### src/hdl/rbei_pkg.sv
package rbei_pkg;

	localparam int FRAC_BITS_DEF = 16;

	// configuration register indexes
	localparam int CFG_IDX_W = 3;
	localparam logic [CFG_IDX_W-1:0] CFG_FRAME_TIME = 3'd0;
	localparam logic [CFG_IDX_W-1:0] CFG_SUBSTEPS   = 3'd1;
	localparam logic [CFG_IDX_W-1:0] CFG_GRAV_X     = 3'd2;
	localparam logic [CFG_IDX_W-1:0] CFG_GRAV_Y     = 3'd3;
	localparam logic [CFG_IDX_W-1:0] CFG_GRAV_Z     = 3'd4;
	localparam logic [CFG_IDX_W-1:0] CFG_GRAV_ON    = 3'd5;
	localparam logic [CFG_IDX_W-1:0] CFG_STATIC     = 3'd6;

	// multiply schedule: spin*dt, force*dt, summed*dt, quaternion terms, squares
	localparam logic [4:0] MI_SPIN      = 5'd0;
	localparam logic [4:0] MI_FORCE     = 5'd3;
	localparam logic [4:0] MI_SUM       = 5'd6;
	localparam logic [4:0] MI_QUAT      = 5'd9;
	localparam logic [4:0] MI_QUAT_LAST = 5'd20;
	localparam logic [4:0] MI_SQR       = 5'd21;

	localparam logic [4:0] DIV_LAST  = 5'd30;
	localparam logic [4:0] ROOT_LAST = 5'd31;
	localparam logic [4:0] SQR_LAST  = 5'd3;

	typedef struct packed {
		logic       capture;
		logic       prep;
		logic       div_step;
		logic       dt_store;
		logic       mul_issue;
		logic [4:0] mul_idx;
		logic       absv;
		logic       shr;
		logic       shl;
		logic       qident;
		logic       sqrt_load;
		logic       sqrt_step;
		logic       qdiv_load;
		logic       qdiv_store;
		logic [1:0] qk;
		logic       sleep_upd;
		logic       out_load;
	} dp_cmd_t;

	typedef struct packed {
		logic body_static;
		logic norm_zero;
		logic norm_hi;
		logic norm_lo;
		logic out_free;
	} dp_sts_t;

	typedef struct packed {
		logic [1:0] h;
		logic [1:0] q;
		logic [1:0] d;
		logic       neg;
	} quat_term_t;

	// one term of omega * q: which half-angle, which quaternion part, target, sign
	function automatic quat_term_t quat_term(input logic [3:0] t);
		quat_term_t r;
		unique case (t)
			4'd0:    r = '{h: 2'd0, q: 2'd1, d: 2'd0, neg: 1'b1};
			4'd1:    r = '{h: 2'd1, q: 2'd2, d: 2'd0, neg: 1'b1};
			4'd2:    r = '{h: 2'd2, q: 2'd3, d: 2'd0, neg: 1'b1};
			4'd3:    r = '{h: 2'd0, q: 2'd0, d: 2'd1, neg: 1'b0};
			4'd4:    r = '{h: 2'd1, q: 2'd3, d: 2'd1, neg: 1'b0};
			4'd5:    r = '{h: 2'd2, q: 2'd2, d: 2'd1, neg: 1'b1};
			4'd6:    r = '{h: 2'd1, q: 2'd0, d: 2'd2, neg: 1'b0};
			4'd7:    r = '{h: 2'd2, q: 2'd1, d: 2'd2, neg: 1'b0};
			4'd8:    r = '{h: 2'd0, q: 2'd3, d: 2'd2, neg: 1'b1};
			4'd9:    r = '{h: 2'd2, q: 2'd0, d: 2'd3, neg: 1'b0};
			4'd10:   r = '{h: 2'd0, q: 2'd2, d: 2'd3, neg: 1'b0};
			4'd11:   r = '{h: 2'd1, q: 2'd1, d: 2'd3, neg: 1'b1};
			default: r = '{h: 2'd0, q: 2'd0, d: 2'd0, neg: 1'b0};
		endcase
		return r;
	endfunction

	function automatic logic signed [32:0] sx33(input logic [31:0] v);
		return {v[31], v};
	endfunction

	function automatic logic signed [31:0] sat32(input logic signed [65:0] v);
		if (&v[65:31] || ~|v[65:31])
			return v[31:0];
		return v[65] ? 32'sh8000_0000 : 32'sh7fff_ffff;
	endfunction

	function automatic logic signed [31:0] add_sat(input logic signed [31:0] a,
			input logic signed [31:0] b);
		logic signed [32:0] s;
		s = sx33(a) + sx33(b);
		if (s[32] == s[31])
			return s[31:0];
		return s[32] ? 32'sh8000_0000 : 32'sh7fff_ffff;
	endfunction

endpackage

### src/hdl/rbei_ctrl.sv
module rbei_ctrl (
	input  logic              clk,
	input  logic              arst_n,
	input  logic              in_valid,
	output logic              in_ready,
	output rbei_pkg::dp_cmd_t cmd,
	input  rbei_pkg::dp_sts_t sts
);
	import rbei_pkg::*;

	typedef enum logic [4:0] {
		S_IDLE, S_PREP, S_DTDIV, S_DTST, S_MUL, S_MULD, S_ABS, S_NORM,
		S_SQR, S_SQRD, S_RTLD, S_ROOT, S_QLD, S_QDIV, S_QST, S_SLEEP, S_DONE
	} state_t;

	state_t     state_q;
	logic [4:0] cnt_q;
	logic [1:0] k_q;

	always_ff @(posedge clk or negedge arst_n) begin
		if (!arst_n) begin
			state_q <= S_IDLE;
			cnt_q   <= '0;
			k_q     <= '0;
		end else begin
			unique case (state_q)
				S_IDLE: if (in_valid) state_q <= sts.body_static ? S_DONE : S_PREP;
				S_PREP: begin
					state_q <= S_DTDIV;
					cnt_q   <= '0;
				end
				S_DTDIV: begin
					if (cnt_q == DIV_LAST) state_q <= S_DTST;
					cnt_q <= cnt_q + 5'd1;
				end
				S_DTST: begin
					state_q <= S_MUL;
					cnt_q   <= '0;
				end
				S_MUL: begin
					if (cnt_q == MI_QUAT_LAST) state_q <= S_MULD;
					cnt_q <= cnt_q + 5'd1;
				end
				S_MULD: state_q <= S_ABS;
				S_ABS:  state_q <= S_NORM;
				S_NORM: begin
					priority if (sts.norm_zero) state_q <= S_SLEEP;
					else if (sts.norm_hi || sts.norm_lo) state_q <= S_NORM;
					else begin
						state_q <= S_SQR;
						cnt_q   <= '0;
					end
				end
				S_SQR: begin
					if (cnt_q == SQR_LAST) state_q <= S_SQRD;
					cnt_q <= cnt_q + 5'd1;
				end
				S_SQRD: state_q <= S_RTLD;
				S_RTLD: begin
					state_q <= S_ROOT;
					cnt_q   <= '0;
				end
				S_ROOT: begin
					if (cnt_q == ROOT_LAST) begin
						state_q <= S_QLD;
						k_q     <= '0;
					end
					cnt_q <= cnt_q + 5'd1;
				end
				S_QLD: begin
					state_q <= S_QDIV;
					cnt_q   <= '0;
				end
				S_QDIV: begin
					if (cnt_q == DIV_LAST) state_q <= S_QST;
					cnt_q <= cnt_q + 5'd1;
				end
				S_QST: begin
					state_q <= (k_q == 2'd3) ? S_SLEEP : S_QLD;
					k_q     <= k_q + 2'd1;
				end
				S_SLEEP: state_q <= S_DONE;
				S_DONE:  if (sts.out_free) state_q <= S_IDLE;
				default: state_q <= S_IDLE;
			endcase
		end
	end

	always_comb begin
		cmd      = '0;
		in_ready = 1'b0;
		unique case (state_q)
			S_IDLE: begin
				in_ready    = 1'b1;
				cmd.capture = in_valid;
			end
			S_PREP:  cmd.prep = 1'b1;
			S_DTDIV: cmd.div_step = 1'b1;
			S_DTST:  cmd.dt_store = 1'b1;
			S_MUL: begin
				cmd.mul_issue = 1'b1;
				cmd.mul_idx   = cnt_q;
			end
			S_ABS: cmd.absv = 1'b1;
			S_NORM: begin
				cmd.qident = sts.norm_zero;
				cmd.shr    = !sts.norm_zero && sts.norm_hi;
				cmd.shl    = !sts.norm_zero && !sts.norm_hi && sts.norm_lo;
			end
			S_SQR: begin
				cmd.mul_issue = 1'b1;
				cmd.mul_idx   = MI_SQR + cnt_q;
			end
			S_RTLD: cmd.sqrt_load = 1'b1;
			S_ROOT: cmd.sqrt_step = 1'b1;
			S_QLD: begin
				cmd.qdiv_load = 1'b1;
				cmd.qk        = k_q;
			end
			S_QDIV: cmd.div_step = 1'b1;
			S_QST: begin
				cmd.qdiv_store = 1'b1;
				cmd.qk         = k_q;
			end
			S_SLEEP: cmd.sleep_upd = 1'b1;
			S_DONE:  cmd.out_load = sts.out_free;
			default: cmd = '0;
		endcase
	end

	a_done_hold: assert property (@(posedge clk) disable iff (!arst_n)
		(state_q == S_DONE && !sts.out_free) |=> state_q == S_DONE)
		else $error("left DONE while the result slot was busy");

	a_zero_quat: assert property (@(posedge clk) disable iff (!arst_n)
		(state_q == S_NORM && sts.norm_zero) |=> state_q == S_SLEEP)
		else $error("zero quaternion did not skip normalization");

	a_static_skip: assert property (@(posedge clk) disable iff (!arst_n)
		(state_q == S_IDLE && in_valid && sts.body_static) |=> state_q == S_DONE)
		else $error("static body did not go straight to the result");

endmodule

### config.mk
export PLATFORM = sky130hd
export DESIGN_NAME = rbei_ctrl
export DESIGN_NICKNAME = d
export VERILOG_FILES = /design/src/hdl/rbei_pkg.sv /design/src/hdl/rbei_ctrl.sv
export SDC_FILE = /design/constraint.sdc
export NUM_CORES = 1
export LEC_CHECK = 0
export ABC_AREA = 0
export BUFFER_PORTS_ARGS = -buffer_cell sky130_fd_sc_hd__buf_2
export CORE_MARGIN = 2
export CORE_UTILIZATION = 40
export DETAILED_ROUTE_END_ITERATION = 8
export PLACE_DENSITY = 0.69
export SETUP_SLACK_MARGIN = 0.3
export SYNTH_ARGS = -nofsm -noshare
export SYNTH_HDL_FRONTEND = slang
export SYNTH_SLANG_ARGS = --single-unit
### constraint.sdc
create_clock -name clk -period 2.27 [get_ports clk]
set_input_delay 0.227 -clock clk [delete_from_list [all_inputs] [get_ports clk]]
set_output_delay 0.227 -clock clk [all_outputs]
set_load 0.02 [all_outputs]
# Yosys cells after proc, flatten, opt, wreduce, memory -nomap -nowiden
# Cells that the tools add are included.
# totals
ff_bits	12
output_inout_bits	23
wordCells	84
# classes
n_addsub	3
n_eq_ne	30
muxes	32
reduce_logical	16
# ops
operator	count
$pmux W5 S17	1
$mux W5	10
$eq A5 B4 Y1 const B	8
$eq A5 B3 Y1 const B	4
$eq A5 B5 Y1 const B	4
$ne A2 B2 Y1 const B	9
$eq A5 B2 Y1 const B	3
$pmux W5 S3	1
$mux W1	12
$pmux W6 S2	1
$mux W4	2
$reduce_and A7 Y1	1
$mux W2	3
$add A5 B1 Y5 const B	1
$add A5 B5 Y5 const A	1
$eq A5 B1 Y1 const B	1
$logic_not A5 Y1	1
$reduce_or A5 Y1	1
$pmux W2 S2	1
$reduce_or A2 Y1	2
$reduce_or A4 Y1	1
$logic_and A1 B1 Y1	3
$mux W3	1
$reduce_and A3 Y1	1
other kinds (7)	8

# Depth between registers and ports, before layout
# Gate-level depths: netlist (run 1).
# depth
depth_word	4
mapped_depth	7
ltp_nobuf	7

# Worst setup path before layout (run 1)
# No wires, ideal clock.
# synth_timing
kind	register to register
start	reg cnt_q[2]
end	reg state_q[0]
setup_time_ns	0.125
arrival_ns	1.910
slack_ns	0.235
stages_incl_launch_ff	8
path_cell_list	dfrtp_1 -> clkbuf_1 -> and3_1 -> ha_1 -> inv_1 -> a221o_1 -> a211oi_2 -> mux2_4
# synth_via
elab_chain_len	3
word_cells_on_any_way	10
cone_classes	9 x eq/ne; 1 x reduce/logical
# synth_rtl
element	line_no	rtl
start: declaration	rbei_ctrl.sv:17	logic [4:0] cnt_q;
start signal: assignment	rbei_ctrl.sv:34	cnt_q <= cnt_q + 5'd1;
start signal: assignment	rbei_ctrl.sv:42	cnt_q <= cnt_q + 5'd1;
start signal: assignment	rbei_ctrl.sv:56	cnt_q <= cnt_q + 5'd1;
$eq A5 B5 Y1 (tied with other cells)	rbei_ctrl.sv:33, rbei_ctrl.sv:75	
$ne A2 B2 Y1 (no line)	--	
$reduce_and A7 Y1 (no line) *	--	
end signal: assignment	rbei_ctrl.sv:27	S_IDLE: if (in_valid) state_q <= sts.body_static ? S_DONE : S_PREP;
end signal: assignment	rbei_ctrl.sv:79	state_q <= (k_q == 2'd3) ? S_SLEEP : S_QLD;
end: declaration	rbei_ctrl.sv:16	state_t state_q;
# Every way passes the cells marked *; elsewhere a longest branch is shown, timed or not.
# A chain may end at the register's enable or synchronous reset.

==> results.cfg, run 1 <==
[floorplanning]
core_area_um2 = 2690
start_util = 0.414
row_count = 19
die_area_um2 = 3220
io_pins = 31
dieWidth_um = 56.7
dieHeight_um = 56.7

[setup_path]
r2r_end = state_q[1]
cp.buffers_inverters = 1
crit_cells = 6
end_kind = primary output
critPathTopFamily = simple AND/OR/NAND/NOR gates
cp_data_required_time_ps = 2040
cp_max_fo = 4
cp.arrival_ps = 1880
worst_path_max_delay_cell = dfrtp_1
r2r_cells = 6
cpMostUsedCell = o21ai_1
rr_startpoint = state_q[0]
critPathCapture = cmd[16]
critical_path.max_stage_delay_ps = 410
rrSetupSlack_ps = 210
critPathKind = reg -> out
start_kind = flop
startpoint = state_q[0]
worstPathCellList = or3b_4, or3_4, o21ai_1, nand2_1, o21ai_1, buf_4

[clocking]
cts_max_level = 1
cts_tree = built
cts.clk_slew.worst_paths_ps = 60
cts_made_buffers = 3
root_buffer = clkbuf_4
cts_sinks = 12
clkLatencyLatePin_ps = 260
clockBufferDepth = 2

[sta]
finalSetupTns_ps = 0
setup_violations = 0
post-route-min-period_ps = 2110
grt_setup_unrepaired = yes
finClkSkew_ps = 2.79
slew_violations = 0
hold_viol_final = 0
period_share = 0.930
relSlewSlack = 0.700
max_freq_ghz = 0.474
worstMarginPinSlew_ps = 447

[logic_synthesis]
synth_warnings = 0
synth_mux_area_frac = 0.0562
yosysSeqAreaShare = 0.270
yosys.area_share.simple = 0.312
synth_top_family_by_area = simple AND/OR/NAND/NOR gates
netlist_area_um2 = 1110
synthArstFlopShare = 1.00
ys_ff_latch = 12
syn_nets = 156
syn_area_per_cell_um2 = 7.78
synth_enable_flop_cells = 0
synth_ff_type = dfrtp_1
synth-compound-area-share = 0.218
synth_fa_ha_area_frac = 0.0562
yosysUniqueCellTypes = 45
synth_xor_area_frac = 0.0157
synth_cells = 143

[global_routing]
grt_pass1_vias = 1109
grt-ovfl-total = 0
grtUsageMet1 = 0.258
globalRouteMet3Util = 0.0323
grt_usage = 0.187
grt_max_degree = 19
grt_pass1_wl_um = 4830
grt.busiest_layer = met2
grt_use_met2 = 0.292
antenna_found_initial = 0

[routing]
drcViolationCount = 0
drtIter0Drc = 55
drtPass1Iterations = 4
route.vias.total = 1289
via_per_inst = 5.78
wl_per_cell_um = 15.2
ant_nets = 0
routed_wl_um = 3380

[layout]
num_antenna_cells = 0
fin_util = 0.604
drive_gt1_frac = 0.448
area_growth_syn_to_layout_pct = 45.8
final_common_cell = buf_4
most-common-layout-cells = buf_4, buf_2, nor2_1
final_nets = 207

[pwr]
p_switching_w = 0.00105
clockPowerShare = 0.055
power_frac_seq = 0.188
p_int_w = 0.00114
power_density_nw_per_um2 = 1350
swShare = 0.481
leakagePower_nw = 0.794
power_frac_comb = 0.757
peakVddDrop_mv = 0.852

[place]
port_buffers = 30
dp_hpwl_um = 2210
gp_congestion = 0.916

[outcome]
status = finished, final reports clean

[min_path]
min_path_type = in -> reg

[flow_run]
maxCapViolCount = 0
power by group through the flow:
stage / registers (W) / clock network (W) / logic, W
global route: 0.000424 / 0.000139 / 0.00179
floorplan: 0.000355 / 0 / 0.00101
detailed placement: 0.000419 / 0 / 0.00128
global placement: 0.000413 / 0 / 0.00126
CTS: 0.000396 / 0.000126 / 0.00141
finish: 0.000412 / 0.000120 / 0.00166
per-stage QoR:
| stage | instances | hold WS (ps) | total power, W | area [um2] | setup slack (ps) |
|---|---|---|---|---|---|
| detailed placement | 203 | 114 | 0.00170 | 1350 | 155 |
| finish | 223 | 306 | 0.00219 | 1620 | 159 |
| global route | 223 | 317 | 0.00235 | 1620 | 74.8 |
| global placement | 203 | 116 | 0.00168 | 1350 | 204 |
| CTS | 214 | 289 | 0.00193 | 1450 | 195 |
| floorplan | 143 | -68.6 | 0.00137 | 1140 | 280 |
worst min-delay path by stage:
| stage | from | to | slack, ps | cells after the start |
|---|---|---|---|---|
| 3_3_place_gp | arst_n | k_q[1] | 120 | 1 |
| 6_report | sts[0] | state_q[4] | 310 | 3 |
| 4_1_cts | sts[0] | state_q[4] | 290 | 3 |
| 5_1_grt | sts[0] | state_q[4] | 320 | 3 |
| 3_5_place_dp | arst_n | cnt_q[1] | 110 | 1 |
| 2_1_floorplan | arst_n | cnt_q[0] | -70 | 0 |
per-layer routing:
| metal | vias up | part of all wire |
|---|---|---|
| li1 | 619 | - |
| met1 | 621 | 0.47 |
| met2 | 43 | 0.47 |
| met3 | 6 | 0.047 |
| met4 | 0 | 0.014 |
| met5 | - | 0 |
cell families after synthesis:
family,count (synthesis)
simple gates,64
compound gates,35
buf+inv,20
flops,12
mux,5
fa+ha+maj,5
xor+xnor,2
cell usage after synthesis, types with 2 or more instances:
master	number	area [um2]
nand4_1	3	18.8
a21oi_1	9	45.0
buf_2	4	20.0
mux2_4	2	30.0
a22o_1	3	26.3
dfrtp_1	12	300
nor2_1	15	56.3
ha_1	5	62.6
and2_1	2	12.5
buf_1	3	11.3
mux2_2	2	22.5
inv_1	10	37.5
nor3_1	10	50.1
o21ai_0	8	40.0
o31ai_1	2	15.0
and3_1	2	12.5
nor4b_1	2	17.5
nand3_1	4	20.0
nor3b_1	2	15.0
or3_1	3	18.8
nand2_1	11	41.3
a21o_1	2	15.0
clkbuf_1	3	11.3
nor4_1	2	12.5
o2bb2ai_1	2	17.5
final cells by class:
class	instances	area, um2
fillers	232	1060
multi-input cells	111	838
repair buffers	56	380
flip-flops and latches	12	304
well taps	31	38.8
inverters	10	37.5
clock buffers	3	22.5
timing repair:
action	4_1_cts	5_1_grt
buffers inserted	7	9
hold buffers	1	0
endpoints found under the setup margin	12	14
pin swaps	1	4
gates resized for setup	7	26
hold endpoints to repair	12	0
worst register-to-register path, cell delays in order (launching register included):
cell and delay, ps:
dfrtp_1 410, or3b_4 410, or3_4 370, buf_4 160
o22ai_2 200, a211oi_4 90, mux2_4 300
registers in the layout, indices dropped and copies added (netlist names):
| register | flops |
|---|---|
| state_q | 5 |
| cnt_q | 5 |
| k_q | 2 |
No activity file was read; power rests on OpenSTA's default activity.
==> run 2: changes to the inputs <==
--- a/config.mk
+++ b/config.mk
@@ -6,12 +6,13 @@
 export NUM_CORES = 1
 export LEC_CHECK = 0
 export ABC_AREA = 0
-export BUFFER_PORTS_ARGS = -buffer_cell sky130_fd_sc_hd__buf_2
 export CORE_MARGIN = 2
 export CORE_UTILIZATION = 40
 export DETAILED_ROUTE_END_ITERATION = 8
-export PLACE_DENSITY = 0.69
+export DONT_BUFFER_PORTS = 1
+export PLACE_DENSITY = 0.59
 export SETUP_SLACK_MARGIN = 0.3
 export SYNTH_ARGS = -nofsm -noshare
 export SYNTH_HDL_FRONTEND = slang
 export SYNTH_SLANG_ARGS = --single-unit
+export TNS_END_PERCENT = 10
==> run 2 against run 1 <==
  * Combinational power fell by 17%
  * Clock skew grew 4.9 ps
  * Clock-buffer cell count unchanged
  * Wire length is 12% lower
  * Hold slack got worse by 97 ps
  * Utilization decreased by 7.4 points
  * First-iteration DRC count fell by 29%
  * Setup slack improved by 72 ps
  * Critical path type unchanged
==> results.cfg, run 2 (synthesized netlist as in run 1, its figures left out) <==
[min_path]
hp-start = sts[0]
min_path_type = in -> reg

[floorplanning]
die_area_um2 = 3220
dieHeight_um = 56.7
row_count = 19
io_pins = 31
dieWidth_um = 56.7
start_util = 0.414
core_area_um2 = 2690

[sta]
relSlewSlack = 0.631
worstMarginPinSlew_ps = 551
grt_setup_unrepaired = yes
finalSetupTns_ps = 0
period_share = 0.898
setup_violations = 0
max_freq_ghz = 0.491
fin_ws_ps = 232
hold_viol_final = 0
post-route-min-period_ps = 2040
slew_violations = 0
finClkSkew_ps = 7.64

[clocking]
root_buffer = clkbuf_4
cts_made_buffers = 3
cts_sinks = 12
cts.clk_slew.worst_paths_ps = 70
clockBufferDepth = 2
clkLatencyLatePin_ps = 270
cts_max_level = 1
cts_tree = built

[pwr]
power_density_nw_per_um2 = 1350
peakVddDrop_mv = 1.00
leakagePower_nw = 0.623

[place]
dp.cells = 184
place_area_um2 = 1280
dp_hpwl_um = 2250
port_buffers = 0
dp_slack_ps = 174
gp_congestion = 0.852

[routing]
top_layer_used = met4
drcViolationCount = 0
via_per_inst = 6.09
wl_per_cell_um = 15.5
ant_nets = 0
route.vias.total = 1170
drtPass1Iterations = 4
met2WireLength_um = 1360
dr_wl_met3_um = 203
met1_length_um = 1380
routed_wl_um = 2980
drtIter0Drc = 39

[layout]
final_cells = 192
reg.largest.list = cnt_q: 5 flops, state_q: 5 flops, k_q: 2 flops
final_common_cell = buf_4
final_nets = 176
area_growth_syn_to_layout_pct = 27.9
fin_util = 0.530
drive_gt1_frac = 0.354
num_antenna_cells = 0
final_area_um2 = 1420
most-common-layout-cells = buf_4, nor2_1, nand2_1

[setup_path]
rrSetupSlack_ps = 270
startpoint = state_q[0]
cp_data_required_time_ps = 2040
rr_startpoint = state_q[2]
cp_max_fo = 5
critPathKind = reg -> out
end_kind = primary output
start_kind = flop
cp.arrival_ps = 1810

[global_routing]
grt_pass1_vias = 1071
grt-ovfl-total = 0
antenna_found_initial = 0
grt_usage = 0.186
grt_max_degree = 19
grt_pass1_wl_um = 4790

[flow_run]
maxCapViolCount = 0

[outcome]
status = finished, final reports clean
-- run 2: metrics by stage --
step / hold slack, ps / power, W
after detailed placement: -68.1 / 0.00167
after CTS: 201 / 0.00185
after floorplan: -68.6 / 0.00136
final: 209 / 0.00192
after global placement: -68.3 / 0.00165
after global routing: 198 / 0.00209
-- run 2: worst paths after layout --
path,cells after the start,to
hold reg to reg,1,k_q[1]
setup reg to reg,5,state_q[1]
max in group asynchronous,1,state_q[4]
min in group asynchronous,1,cnt_q[1]
hold / removal,2,state_q[4]
setup / recovery,4,cmd[13]
-- run 2: area by class of cell --
type / instances / area [um2]
multi-input combinational: 111 / 823
fill: 257 / 1260
inverter: 10 / 37.5
timing repair buffer: 25 / 194
sequential: 12 / 307
tap: 31 / 38.8
clock buffer: 3 / 22.5
-- run 2: timing repair --
action / 4_1_cts / 5_1_grt
buffers inserted: 3 / 1
endpoints found under the hold margin: 12 / 0
gates resized for setup: 13 / 10
hold buffers: 1 / 0
pin swaps: 3 / 2
setup endpoints to repair: 11 / 12
-- run 2: routing by layer --
layer,up-vias,global-route usage
met4,0,0.0631
met5,-,0
met1,558,0.260
met3,6,0.0346
met2,47,0.287
li1,559,-
-- run 2: power by group --
group | internal, W | switching, W | total, W
clock | 0.0000613 | 0.0000660 | 0.000127
sequential | 0.000303 | 0.000123 | 0.000426
combinational | 0.000590 | 0.000777 | 0.00137
-- run 2: critical path, cell delays in order, from the launching register on --
cell and delay (ps):
dfrtp_1 420, or3b_4 430, or3_4 370, o22ai_1 170
buf_4 160
